**src/design/scs_pkg.sv**
```systemverilog
package scs_pkg;

  // Field and datapath widths
  localparam int COEFF_BITS     = 24;
  localparam int MAX_TRUNCATION = 63;
  localparam int TRUNC_BITS     = 6;
  localparam int IDX_BITS       = 13;
  localparam int COUNT_BITS     = IDX_BITS + 1;
  localparam int PROD_BITS      = 2 * COEFF_BITS;
  localparam int SUM_BITS       = 64;
  localparam int ROOT_BITS      = SUM_BITS / 2;
  localparam int CFG_IDX_BITS   = 2;

  localparam logic [IDX_BITS-1:0] IDX_MAX = '1;

  // Configuration register indexes
  typedef enum logic [CFG_IDX_BITS-1:0] {
    CFG_TRUNC_J = 2'd0,
    CFG_TRUNC_K = 2'd1,
    CFG_TRUNC_M = 2'd2
  } cfg_index_t;

  typedef enum logic [1:0] {
    STATUS_OK      = 2'd0,
    STATUS_UNEQUAL = 2'd1,
    STATUS_COUNT   = 2'd2
  } status_t;

  typedef struct packed {
    logic signed [COEFF_BITS-1:0] coeff_value;
    logic                         is_last;
  } in_item_t;

  typedef struct packed {
    logic signed [COEFF_BITS-1:0] mean_value;
    logic [ROOT_BITS-1:0]         energy_norm;
    logic [ROOT_BITS-1:0]         std_dev;
    logic                         is_constant;
    logic [1:0]                   status;
  } out_item_t;

  // Commands from the sequencer to the square-accumulate unit
  typedef struct packed {
    logic mul_en;
    logic add_en;
    logic add_twice;
    logic clear;
  } sqacc_ctrl_t;

  typedef enum logic [3:0] {
    S_IDLE,
    S_SQ1,
    S_ADD1,
    S_ADD2,
    S_MEAN,
    S_ROOT_E,
    S_WAIT_E,
    S_ROOT_S,
    S_WAIT_S,
    S_DONE
  } state_t;

endpackage

```
**src/design/scs_sqacc.sv**
```systemverilog
module scs_sqacc
  import scs_pkg::*;
(
  input  logic                         clk,
  input  logic                         rst,
  input  sqacc_ctrl_t                  ctrl,
  input  logic signed [COEFF_BITS-1:0] operand,
  output logic [SUM_BITS-1:0]          acc,
  output logic [SUM_BITS-1:0]          acc_sum
);

  localparam int ACC_W = SUM_BITS + 1;

  logic signed [PROD_BITS-1:0] sq_full;
  logic [PROD_BITS-1:0]        prod;
  logic [ACC_W-1:0]            addend;
  logic [ACC_W-1:0]            sum_wide;

  // One shared squarer, registered before the adder
  assign sq_full = operand * operand;

  assign addend   = ctrl.add_twice ? ACC_W'({prod, 1'b0}) : ACC_W'(prod);
  assign sum_wide = ACC_W'(acc) + addend;
  // Saturate at all ones
  assign acc_sum  = sum_wide[SUM_BITS] ? '1 : sum_wide[SUM_BITS-1:0];

  always_ff @(posedge clk) begin
    if (ctrl.mul_en) begin
      prod <= PROD_BITS'(sq_full);
    end
  end

  always_ff @(posedge clk) begin
    if (rst) begin
      acc <= '0;
    end else if (ctrl.clear) begin
      acc <= '0;
    end else if (ctrl.add_en) begin
      acc <= acc_sum;
    end
  end

endmodule

```
**src/design/scs_isqrt.sv**
```systemverilog
module scs_isqrt
  import scs_pkg::*;
(
  input  logic                 clk,
  input  logic                 rst,
  input  logic                 start,
  input  logic [SUM_BITS-1:0]  radicand,
  output logic                 done,
  output logic [ROOT_BITS-1:0] root
);

  localparam int CNT_BITS = $clog2(ROOT_BITS);
  localparam int REM_BITS = ROOT_BITS + 2;
  localparam int TRY_BITS = REM_BITS + 2;
  localparam logic [CNT_BITS-1:0] LAST_STEP = CNT_BITS'(ROOT_BITS - 1);

  logic                busy;
  logic [CNT_BITS-1:0] step;
  logic [SUM_BITS-1:0] rad;
  logic [REM_BITS-1:0] rem;
  logic [TRY_BITS-1:0] rem_sh;
  logic [TRY_BITS-1:0] trial;
  logic                fits;

  // One result bit per cycle: bring down two radicand bits, try root*4+1
  assign rem_sh = {rem, rad[SUM_BITS-1 -: 2]};
  assign trial  = {2'b00, root, 2'b01};
  assign fits   = rem_sh >= trial;

  always_ff @(posedge clk) begin
    if (rst) begin
      busy <= 1'b0;
      done <= 1'b0;
      step <= '0;
    end else begin
      done <= 1'b0;
      if (start) begin
        busy <= 1'b1;
        step <= '0;
      end else if (busy) begin
        step <= step + 1'b1;
        if (step == LAST_STEP) begin
          busy <= 1'b0;
          done <= 1'b1;
        end
      end
    end
  end

  always_ff @(posedge clk) begin
    if (start) begin
      rad  <= radicand;
      rem  <= '0;
      root <= '0;
    end else if (busy) begin
      rad  <= {rad[SUM_BITS-3:0], 2'b00};
      rem  <= fits ? REM_BITS'(rem_sh - trial) : REM_BITS'(rem_sh);
      root <= {root[ROOT_BITS-2:0], fits};
    end
  end

endmodule

```
**src/design/spectral_coefficient_statistics_top.sv**
```systemverilog
// Spectral statistics of one triangular-truncation coefficient set. Write
// trunc_j, trunc_k and trunc_m first, then stream the set one value per item
// (real part, then imaginary part of each coefficient, zonal ones first)
// with is_last on the final value. An ordinary value keeps busy high
// through S_SQ1, S_ADD1 and S_ADD2 after it is taken, since the single squarer
// and saturating adder serve both parts of a coefficient in turn. The last
// value of a set also runs the mean square and two bit-serial square roots
// on one shared root unit before done pulses; with an error status done
// follows S_ADD2 directly. After the done pulse, start is taken
// again in the next cycle. The result is shown for exactly one cycle while
// done is high and cannot be held off; capture it then. On error status the
// mean, both roots and the constant flag read zero.
module spectral_coefficient_statistics_top
  import scs_pkg::*;
(
  input  logic                    clk,
  input  logic                    rst,
  input  logic                    start,
  output logic                    busy,
  input  in_item_t                in_data,
  output logic                    done,
  output out_item_t               result,
  input  logic                    cfg_we,
  input  logic [CFG_IDX_BITS-1:0] cfg_index,
  input  logic [TRUNC_BITS-1:0]   cfg_data
);

  state_t state, state_next;

  logic [TRUNC_BITS-1:0] trunc_j;
  logic [TRUNC_BITS-1:0] trunc_k;
  logic [TRUNC_BITS-1:0] trunc_m;

  // Stream state
  logic [IDX_BITS-1:0]          value_index;
  logic signed [COEFF_BITS-1:0] first_value;
  logic signed [COEFF_BITS-1:0] real_part_held;

  // Item in progress
  logic signed [COEFF_BITS-1:0] cur_value;
  logic                         cur_last;
  logic                         cur_once;
  logic                         cur_pair;
  status_t                      cur_status;

  logic [ROOT_BITS-1:0] energy_root;
  logic [ROOT_BITS-1:0] std_root;

  logic                         accept;
  logic [IDX_BITS-2:0]          coeff_num;
  logic [COUNT_BITS-1:0]        count;
  logic [TRUNC_BITS:0]          m_p1;
  logic [TRUNC_BITS:0]          m_p2;
  logic [COUNT_BITS-1:0]        expected;
  status_t                      status_now;

  sqacc_ctrl_t                  sq_ctrl;
  logic signed [COEFF_BITS-1:0] sq_operand;
  logic [SUM_BITS-1:0]          square_sum;
  logic [SUM_BITS-1:0]          acc_sum;

  logic                sqrt_start;
  logic [SUM_BITS-1:0] sqrt_radicand;
  logic                sqrt_done;
  logic [ROOT_BITS-1:0] sqrt_root;

  logic result_ok;

  assign accept = start && !busy;
  assign busy   = (state != S_IDLE);

  // Classify the incoming value
  assign coeff_num = value_index[IDX_BITS-1:1];
  assign count     = COUNT_BITS'(value_index) + 1'b1;
  assign m_p1      = (TRUNC_BITS+1)'(trunc_m) + 1'b1;
  assign m_p2      = (TRUNC_BITS+1)'(trunc_m) + 2'd2;
  assign expected  = COUNT_BITS'(m_p1) * COUNT_BITS'(m_p2);

  always_comb begin
    if (trunc_j != trunc_m || trunc_m != trunc_k) begin
      status_now = STATUS_UNEQUAL;
    end else if (int'(trunc_m) > MAX_TRUNCATION || count != expected) begin
      status_now = STATUS_COUNT;
    end else begin
      status_now = STATUS_OK;
    end
  end

  // Configuration writes
  always_ff @(posedge clk) begin
    if (rst) begin
      trunc_j <= '0;
      trunc_k <= '0;
      trunc_m <= '0;
    end else if (cfg_we) begin
      unique case (cfg_index)
        CFG_TRUNC_J: trunc_j <= cfg_data;
        CFG_TRUNC_K: trunc_k <= cfg_data;
        CFG_TRUNC_M: trunc_m <= cfg_data;
        default: ;
      endcase
    end
  end

  // Stream state: advance the index, keep the mean and the pending real part
  always_ff @(posedge clk) begin
    if (rst) begin
      value_index    <= '0;
      first_value    <= '0;
      real_part_held <= '0;
    end else if (accept) begin
      if (in_data.is_last) begin
        value_index <= '0;
      end else if (value_index != IDX_MAX) begin
        value_index <= value_index + 1'b1;
      end
      if (!value_index[0]) begin
        real_part_held <= in_data.coeff_value;
        if (value_index == '0) begin
          first_value <= in_data.coeff_value;
        end
      end
    end else if (state == S_DONE) begin
      first_value    <= '0;
      real_part_held <= '0;
    end
  end

  // Latch the item and its weighting with the current J
  always_ff @(posedge clk) begin
    if (accept) begin
      cur_value  <= in_data.coeff_value;
      cur_last   <= in_data.is_last;
      cur_once   <= !value_index[0] && value_index != '0 &&
                    coeff_num <= (IDX_BITS-1)'(trunc_j);
      cur_pair   <= value_index[0] && coeff_num > (IDX_BITS-1)'(trunc_j);
      cur_status <= status_now;
    end
  end

  always_ff @(posedge clk) begin
    if (rst) begin
      state <= S_IDLE;
    end else begin
      state <= state_next;
    end
  end

  // Sequencer: drive the shared squarer/adder and the root unit
  always_comb begin
    state_next    = state;
    sq_ctrl       = '0;
    sq_operand    = cur_value;
    sqrt_start    = 1'b0;
    sqrt_radicand = square_sum;
    unique case (state)
      S_IDLE: begin
        if (accept) begin
          state_next = S_SQ1;
        end
      end
      S_SQ1: begin
        // Square the held real part first for an m>0 pair
        sq_ctrl.mul_en = 1'b1;
        sq_operand     = cur_pair ? real_part_held : cur_value;
        state_next     = S_ADD1;
      end
      S_ADD1: begin
        sq_ctrl.add_en    = cur_once || cur_pair;
        sq_ctrl.add_twice = cur_pair;
        sq_ctrl.mul_en    = 1'b1;
        sq_operand        = cur_value;
        state_next        = S_ADD2;
      end
      S_ADD2: begin
        sq_ctrl.add_en    = cur_pair;
        sq_ctrl.add_twice = 1'b1;
        if (!cur_last) begin
          state_next = S_IDLE;
        end else if (cur_status == STATUS_OK) begin
          state_next = S_MEAN;
        end else begin
          state_next = S_DONE;
        end
      end
      S_MEAN: begin
        sq_ctrl.mul_en = 1'b1;
        sq_operand     = first_value;
        state_next     = S_ROOT_E;
      end
      S_ROOT_E: begin
        // Sum plus mean squared, saturated, without touching the sum
        sqrt_start    = 1'b1;
        sqrt_radicand = acc_sum;
        state_next    = S_WAIT_E;
      end
      S_WAIT_E: begin
        if (sqrt_done) begin
          state_next = S_ROOT_S;
        end
      end
      S_ROOT_S: begin
        sqrt_start = 1'b1;
        state_next = S_WAIT_S;
      end
      S_WAIT_S: begin
        if (sqrt_done) begin
          state_next = S_DONE;
        end
      end
      S_DONE: begin
        sq_ctrl.clear = 1'b1;
        state_next    = S_IDLE;
      end
      default: state_next = S_IDLE;
    endcase
  end

  always_ff @(posedge clk) begin
    if (sqrt_done) begin
      if (state == S_WAIT_E) begin
        energy_root <= sqrt_root;
      end else begin
        std_root <= sqrt_root;
      end
    end
  end

  scs_sqacc u_sqacc (
    .clk     (clk),
    .rst     (rst),
    .ctrl    (sq_ctrl),
    .operand (sq_operand),
    .acc     (square_sum),
    .acc_sum (acc_sum)
  );

  scs_isqrt u_isqrt (
    .clk      (clk),
    .rst      (rst),
    .start    (sqrt_start),
    .radicand (sqrt_radicand),
    .done     (sqrt_done),
    .root     (sqrt_root)
  );

  // Result for the one cycle in S_DONE; zero the values on error
  assign result_ok          = (cur_status == STATUS_OK);
  assign done               = (state == S_DONE);
  assign result.mean_value  = result_ok ? first_value : '0;
  assign result.energy_norm = result_ok ? energy_root : '0;
  assign result.std_dev     = result_ok ? std_root : '0;
  assign result.is_constant = result_ok && (square_sum == '0);
  assign result.status      = cur_status;

  a_accept_busy: assert property (@(posedge clk) disable iff (rst)
    accept |=> busy)
    else $error("busy not raised after an accepted item");

  a_done_single: assert property (@(posedge clk) disable iff (rst)
    done |=> !done)
    else $error("done held longer than one cycle");

  a_error_zero: assert property (@(posedge clk) disable iff (rst)
    done && result.status != STATUS_OK |->
      result.energy_norm == '0 && result.std_dev == '0 &&
      result.mean_value == '0 && !result.is_constant)
    else $error("error result carries values");

  a_constant_std: assert property (@(posedge clk) disable iff (rst)
    done && result.is_constant |-> result.std_dev == '0)
    else $error("constant set with nonzero deviation");

  a_root_order: assert property (@(posedge clk) disable iff (rst)
    sqrt_done |-> state == S_WAIT_E || state == S_WAIT_S)
    else $error("root finished outside a wait state");

endmodule

```
**config.mk**
```make
export PLATFORM = sky130hd
export DESIGN_NAME = spectral_coefficient_statistics_top
export DESIGN_NICKNAME = d
export VERILOG_FILES = /design/src/design/scs_pkg.sv /design/src/design/scs_sqacc.sv /design/src/design/scs_isqrt.sv /design/src/design/spectral_coefficient_statistics_top.sv
export SDC_FILE = /design/constraint.sdc
export NUM_CORES = 2
export LEC_CHECK = 0
export CAP_MARGIN = 25
export CORE_MARGIN = 1.5
export CORE_UTILIZATION = 60
export DETAILED_ROUTE_END_ITERATION = 8
export DONT_BUFFER_PORTS = 1
export PLACE_DENSITY = 0.73
export SLEW_MARGIN = 20
export SYNTH_ARGS = -nofsm -noshare
export SYNTH_HDL_FRONTEND = slang
export SYNTH_SLANG_ARGS = --single-unit
export TNS_END_PERCENT = 20
```
**constraint.sdc**
```tcl
create_clock -name clk -period 10.4 [get_ports clk]
set_input_delay 1.56 -clock clk [delete_from_list [all_inputs] [get_ports clk]]
set_output_delay 1.56 -clock clk [all_outputs]
set_load 0.005 [all_outputs]
```
### After elaboration in Yosys (flattened, before gate mapping)

Cells that the tools add are included.
Widths: inputs -> output; s select.

* register bits: 425
* output and inout port bits: 93

* add/subtract/negate cells: 7
* multipliers: 2
* $lt $le $gt $ge: 3
* eq/ne operators: 21
* mux-type cells: 34
* bitwise logic cells: 2
* reductions and logical operators: 33

Operators by type and width (number)
* $mux 64: 4
* $mux 24: 8
* $add 64x65->65: 1
* $logic_not 64->1: 1
* $mux 32: 2
* $mux 49: 1
* $mul 24x24->48: 1
* $pmux 24 s2: 1
* $ge 36x34->1: 1
* $pmux 4 s9: 1
* $mux 34: 1
* $sub 34x34->34: 1
* $mux 13: 2
* $mux 4: 5
* $eq 4x3->1 const B: 4
* $add 13x1->14 const B: 1
* $mul 7x7->14: 1
* $ne 14x14->1: 1
* $reduce_and 2->1: 7
* $add 13x1->13 const B: 1
* $logic_not 13->1: 1
* $ne 13x13->1 const B: 1
* $reduce_bool 13->1: 1
* $gt 12x6->1: 1
* other kinds (27): 53

### Logic depth before layout (Yosys ltp)

* depth in word-level cells: 7
* depth in mapped cells: 36
* depth with buffers taken out: 32

### Modules after synthesis

Synthesis repeated with hierarchy kept, for this count alone.

* cell total of the unflattened synthesis: 4718
* area total of the unflattened synthesis: 44635.3 sq um

Modules (own cells, without submodules)
* scs_sqacc: times used 1, cells an instance 2922, area each 26723.1 sq um, seq. area each 2692.6 sq um
* spectral_coefficient_statistics_top: times used 1, cells an instance 1075, area each 10393.7 sq um, seq. area each 4454.3 sq um
* scs_isqrt: times used 1, cells an instance 721, area each 7518.5 sq um, seq. area each 3383.2 sq um

### Least setup slack after synthesis

No wires, ideal clock.

* kind: flip-flop to flip-flop
* start: register state[0]
* end: register u_sqacc.prod[47] (data pin)
* setup time: 0.260 ns
* arrival time: 8.885 ns
* required time: 10.140 ns
* setup slack: 1.255 ns
* stages on the path, launching flop included: 33
* buffers on the path: 2
* period minus slack after synthesis: 9.145 ns
* cells stage by stage: dfxtp_1 -> buf_2 -> inv_1 -> nor2_1 -> and3_1 -> clkbuf_1 -> nor2_1 -> a221oi_1 -> clkinv_1 -> nand2_1 -> inv_1 -> fa_1 -> inv_1 -> fa_1 -> inv_1 -> fa_1 -> inv_1 -> fa_1 -> fa_1 -> inv_1 -> fa_1 -> inv_1 -> fa_1 -> inv_1 -> ha_1 -> and3_1 -> a221o_1 -> a21oi_1 -> nand3b_1 -> o21ai_0 -> o2111ai_1 -> a21oi_1 -> xnor2_1

* cells in the longest elaborated chain, start to end: 3
* elaborated cells on any way between the ends: 4

Ends and longest elaborated chain
* start, declared: RTL line spectral_coefficient_statistics_top.sv:28 `state_t state, state_next;`
* start signal, assigned: RTL line spectral_coefficient_statistics_top.sv:145 `state <= state_next;`
* $eq 4x3->1 or $eq 4x1->1 (tied branches): RTL line spectral_coefficient_statistics_top.sv:156 `unique case (state)`
* $pmux 24 s2 (*): RTL line spectral_coefficient_statistics_top.sv:156
* $mul 24x24->48 (*): RTL line scs_sqacc.sv:20 `assign sq_full = operand * operand;`
* net u_sqacc.sq_full[47]: RTL line scs_sqacc.sv:14 `logic signed [PROD_BITS-1:0] sq_full;`
* end signal, assigned: RTL line scs_sqacc.sv:29 `prod <= PROD_BITS'(sq_full);`
* end, declared: RTL line scs_sqacc.sv:15 `logic [PROD_BITS-1:0] prod;`

Mark *: on every way through the listed nets, which the timed path passes. The rest lies on a longest branch.
A chain may end at the register's enable or synchronous reset.

### Worst setup path in the final report

* start: register state[3]
* end: register u_sqacc.prod[47] (data pin)

Same word-level chain as after synthesis.

==> metrics <==
slowest cell delay on critical path=0.52 ns; drt pass-1 iters=7; H-tree Lvls=2; Setup Crit Path Kind=reg -> reg; Worst path most repeated cell=inv_1; Num CTS Buffers=46; RSZ-0062 raised after global routing=false; core area=71400 µm²; syn nets=~5600; FMAX=101 MHz; worst-margin pin slew=approximately 1.1 ns; P&R area growth vs syn=5.89%; period utilisation layout=a little over nine tenths; Longest Clk Path Bufs=3; top cells by area, synth=fa_1 27%, edfxtp_1 14%, dfxtp_1 10%, ha_1 8.0%, inv_1 7.0%; Post-CTS Setup Bufs=0; GRT Total Usage=around 29%; Syn. warnings=0; DP HPWL=~80000 µm; post-synthesis sequential area ratio=24.4%; dominant cell type by area after synthesis=fa_1; Yosys top cell area share=a little over a quarter; # hold bufs at CTS=0; Max Cap Viol=0; layout cells sized above 1=about 5%; Remaining Overflow, GRT=0; critical path arrival=slightly above 10 ns; Port-buffer cells=0; Root Driver=clkbuf_16; pin count of the biggest net entering global routing=between 90 and 100; most frequent cells in the layout=799 x inv_1, 578 x fa_1, 397 x nor2_1; DP Worst Slack=approximately 0.46 ns; Buf/Inv on CP=11; Crit-path slowest cell=fa_1; Routed Antenna Nets=0; Synth async-reset ratio=0%; post-cts sizing count=0; multi-input logic area=28900 µm²; Die Width=around 270 µm; Placer Congestion=roughly 1; Initial Util=60.5%; setup tns final=0 ns; worst path required time=about 11 ns; CP Launch Type=flip-flop; worst-path maximum fanout=24; Clock Skew=0.0408 ns; Post-synth EDFFs=204; vias in the first global route=32500; Seq. cell area=10500 µm²; most common cell after layout, fill and taps aside=inv_1; Synth Cell Area=43200 µm²; Rel. slew slack=between 20 and 30%; vias=32200; first-pass GRT wire length=~170000 µm; Pins Over Slew Limit=0; 1st-iter DRT viols=~2500; final hold violation count=0; top_reg_cell synth=dfxtp_1; CTS tree=built; initial antenna violation count=1; Die Y=roughly 270 µm; Worst-path clk slew=roughly 0.070 ns; final setup margin=around 0.53 ns; aggregate routed wire length=roughly 100000 µm; CP top delay family=adder cells; Final setup viols=0; DRC viols=0; Tightest Hold Check Type=reg -> reg; status=completed; Top Ports=130; routed len/inst=around 19 µm; cells after synthesis=~4700; Site Rows=between 90 and 100; clk_lat worst skew=0.61 ns; Die Footprint=around 74000 µm²; nets=approximately 5500; Critical Path Sink Type=flip-flop; Num Clock Sinks=roughly 420; Antenna diodes=0; Finished Core Util=64.1%; # fillers=between 6000 and 7000; Netlist cell types=just over 80; Via density=between 5 and 6; Mean Syn Cell Area=slightly above 9 µm²; crit path time final=9.87 ns; Synth Register Bits=424
==> per-layer routing <==
metal  track usage, %  vias up  wire length [µm]
met1             41.3    15600             46000
met5                0        -                 0
li1                 -    15100                 -
met4             8.16        0              3080
met3             6.40      194              9650
met2             43.9     1301             45300
==> per-stage QoR <==
step	hold WS, ns	cells	cell area, µm²
finish	0.468	5562	45700
global route	0.483	5562	45700
CTS	0.465	5560	45700
floorplan	0.447	4673	43200
detailed placement	0.458	5474	44100
global placement	0.452	5474	44100
==> worst reg2reg max path: cells and delay by family, from the launching register on <==
| kind | cells | cell delay (ns) |
|---|---|---|
| simple gates | 6 | 1.55 |
| xor+xnor | 1 | 0.09 |
| flops | 1 | 0.44 |
| fa+ha+maj | 8 | 3.75 |
| buf+inv | 11 | 1.66 |
| compound gates | 8 | 2.13 |
==> cells in the mapped netlist, types with 17 or more instances <==
cell and instances:
a21o_1 70, nand4_1 28, xor2_1 66, xnor2_1 115, nor4_1 27, a221oi_1 17
and2_1 122, nand2b_1 20, a221o_1 19, mux2i_1 62, clkbuf_1 181, ha_1 275
nand3_1 92, nor2_1 402, mux2_2 47, a211oi_1 35, a21oi_1 323, dfxtp_1 220
or3_1 19, a311oi_1 32, edfxtp_1 204, and3_1 45, nand2_1 382, inv_1 800
o21bai_1 19, a31oi_1 30, o21a_1 22, o21ai_0 159, nor2b_1 30, nor3_1 43
fa_1 579
==> cell type report <==
class / count / share of cell area (%)
multi-input combinational: 3230 / 63.2
inverter: 811 / 6.67
sequential: 424 / 23.0
clock inverter: 27 / 0.621
timing repair buffer: 61 / 1.02
clock buffer: 59 / 2.82
tap: 950 / 2.60
==> sequential cells by signal, indices dropped and copies added (netlist names), 32 cells and up <==
signal        flops
u_isqrt.rad      64
u_sqacc.acc      64
u_sqacc.prod     47
u_isqrt.rem      34
energy_root      32
std_root         32
u_isqrt.root     32
==> kinds of logic (layout without fill, tap and decap cells) <==
logic type / Yosys count / count (layout) / synth area share [%]
compound gates: 829 / 829 / 12.1
flops: 424 / 424 / 24.4
xor+xnor: 181 / 181 / 3.67
mux: 109 / 109 / 2.66
buf+inv: 1019 / 958 / 8.89
simple gates: 1257 / 1257 / 13.5
fa+ha+maj: 854 / 854 / 34.8
==> worst paths after layout <==
path | from | to | slack, ns | depth (start not counted)
hold / removal | real_part_held[21]$_SDFFE_PP0P_ | real_part_held[21]$_SDFFE_PP0P_ | 0.47 | 2
setup reg to reg | state[3]$_SDFFE_PP0P_ | u_sqacc.prod[47]$_DFFE_PP_ | 0.53 | 34
setup / recovery | state[3]$_SDFFE_PP0P_ | u_sqacc.prod[47]$_DFFE_PP_ | 0.53 | 34
hold reg to reg | real_part_held[21]$_SDFFE_PP0P_ | real_part_held[21]$_SDFFE_PP0P_ | 0.47 | 2
Power is not shown: default switching activity piles up to over one toggle a cycle in this logic, so the estimate is an artifact.
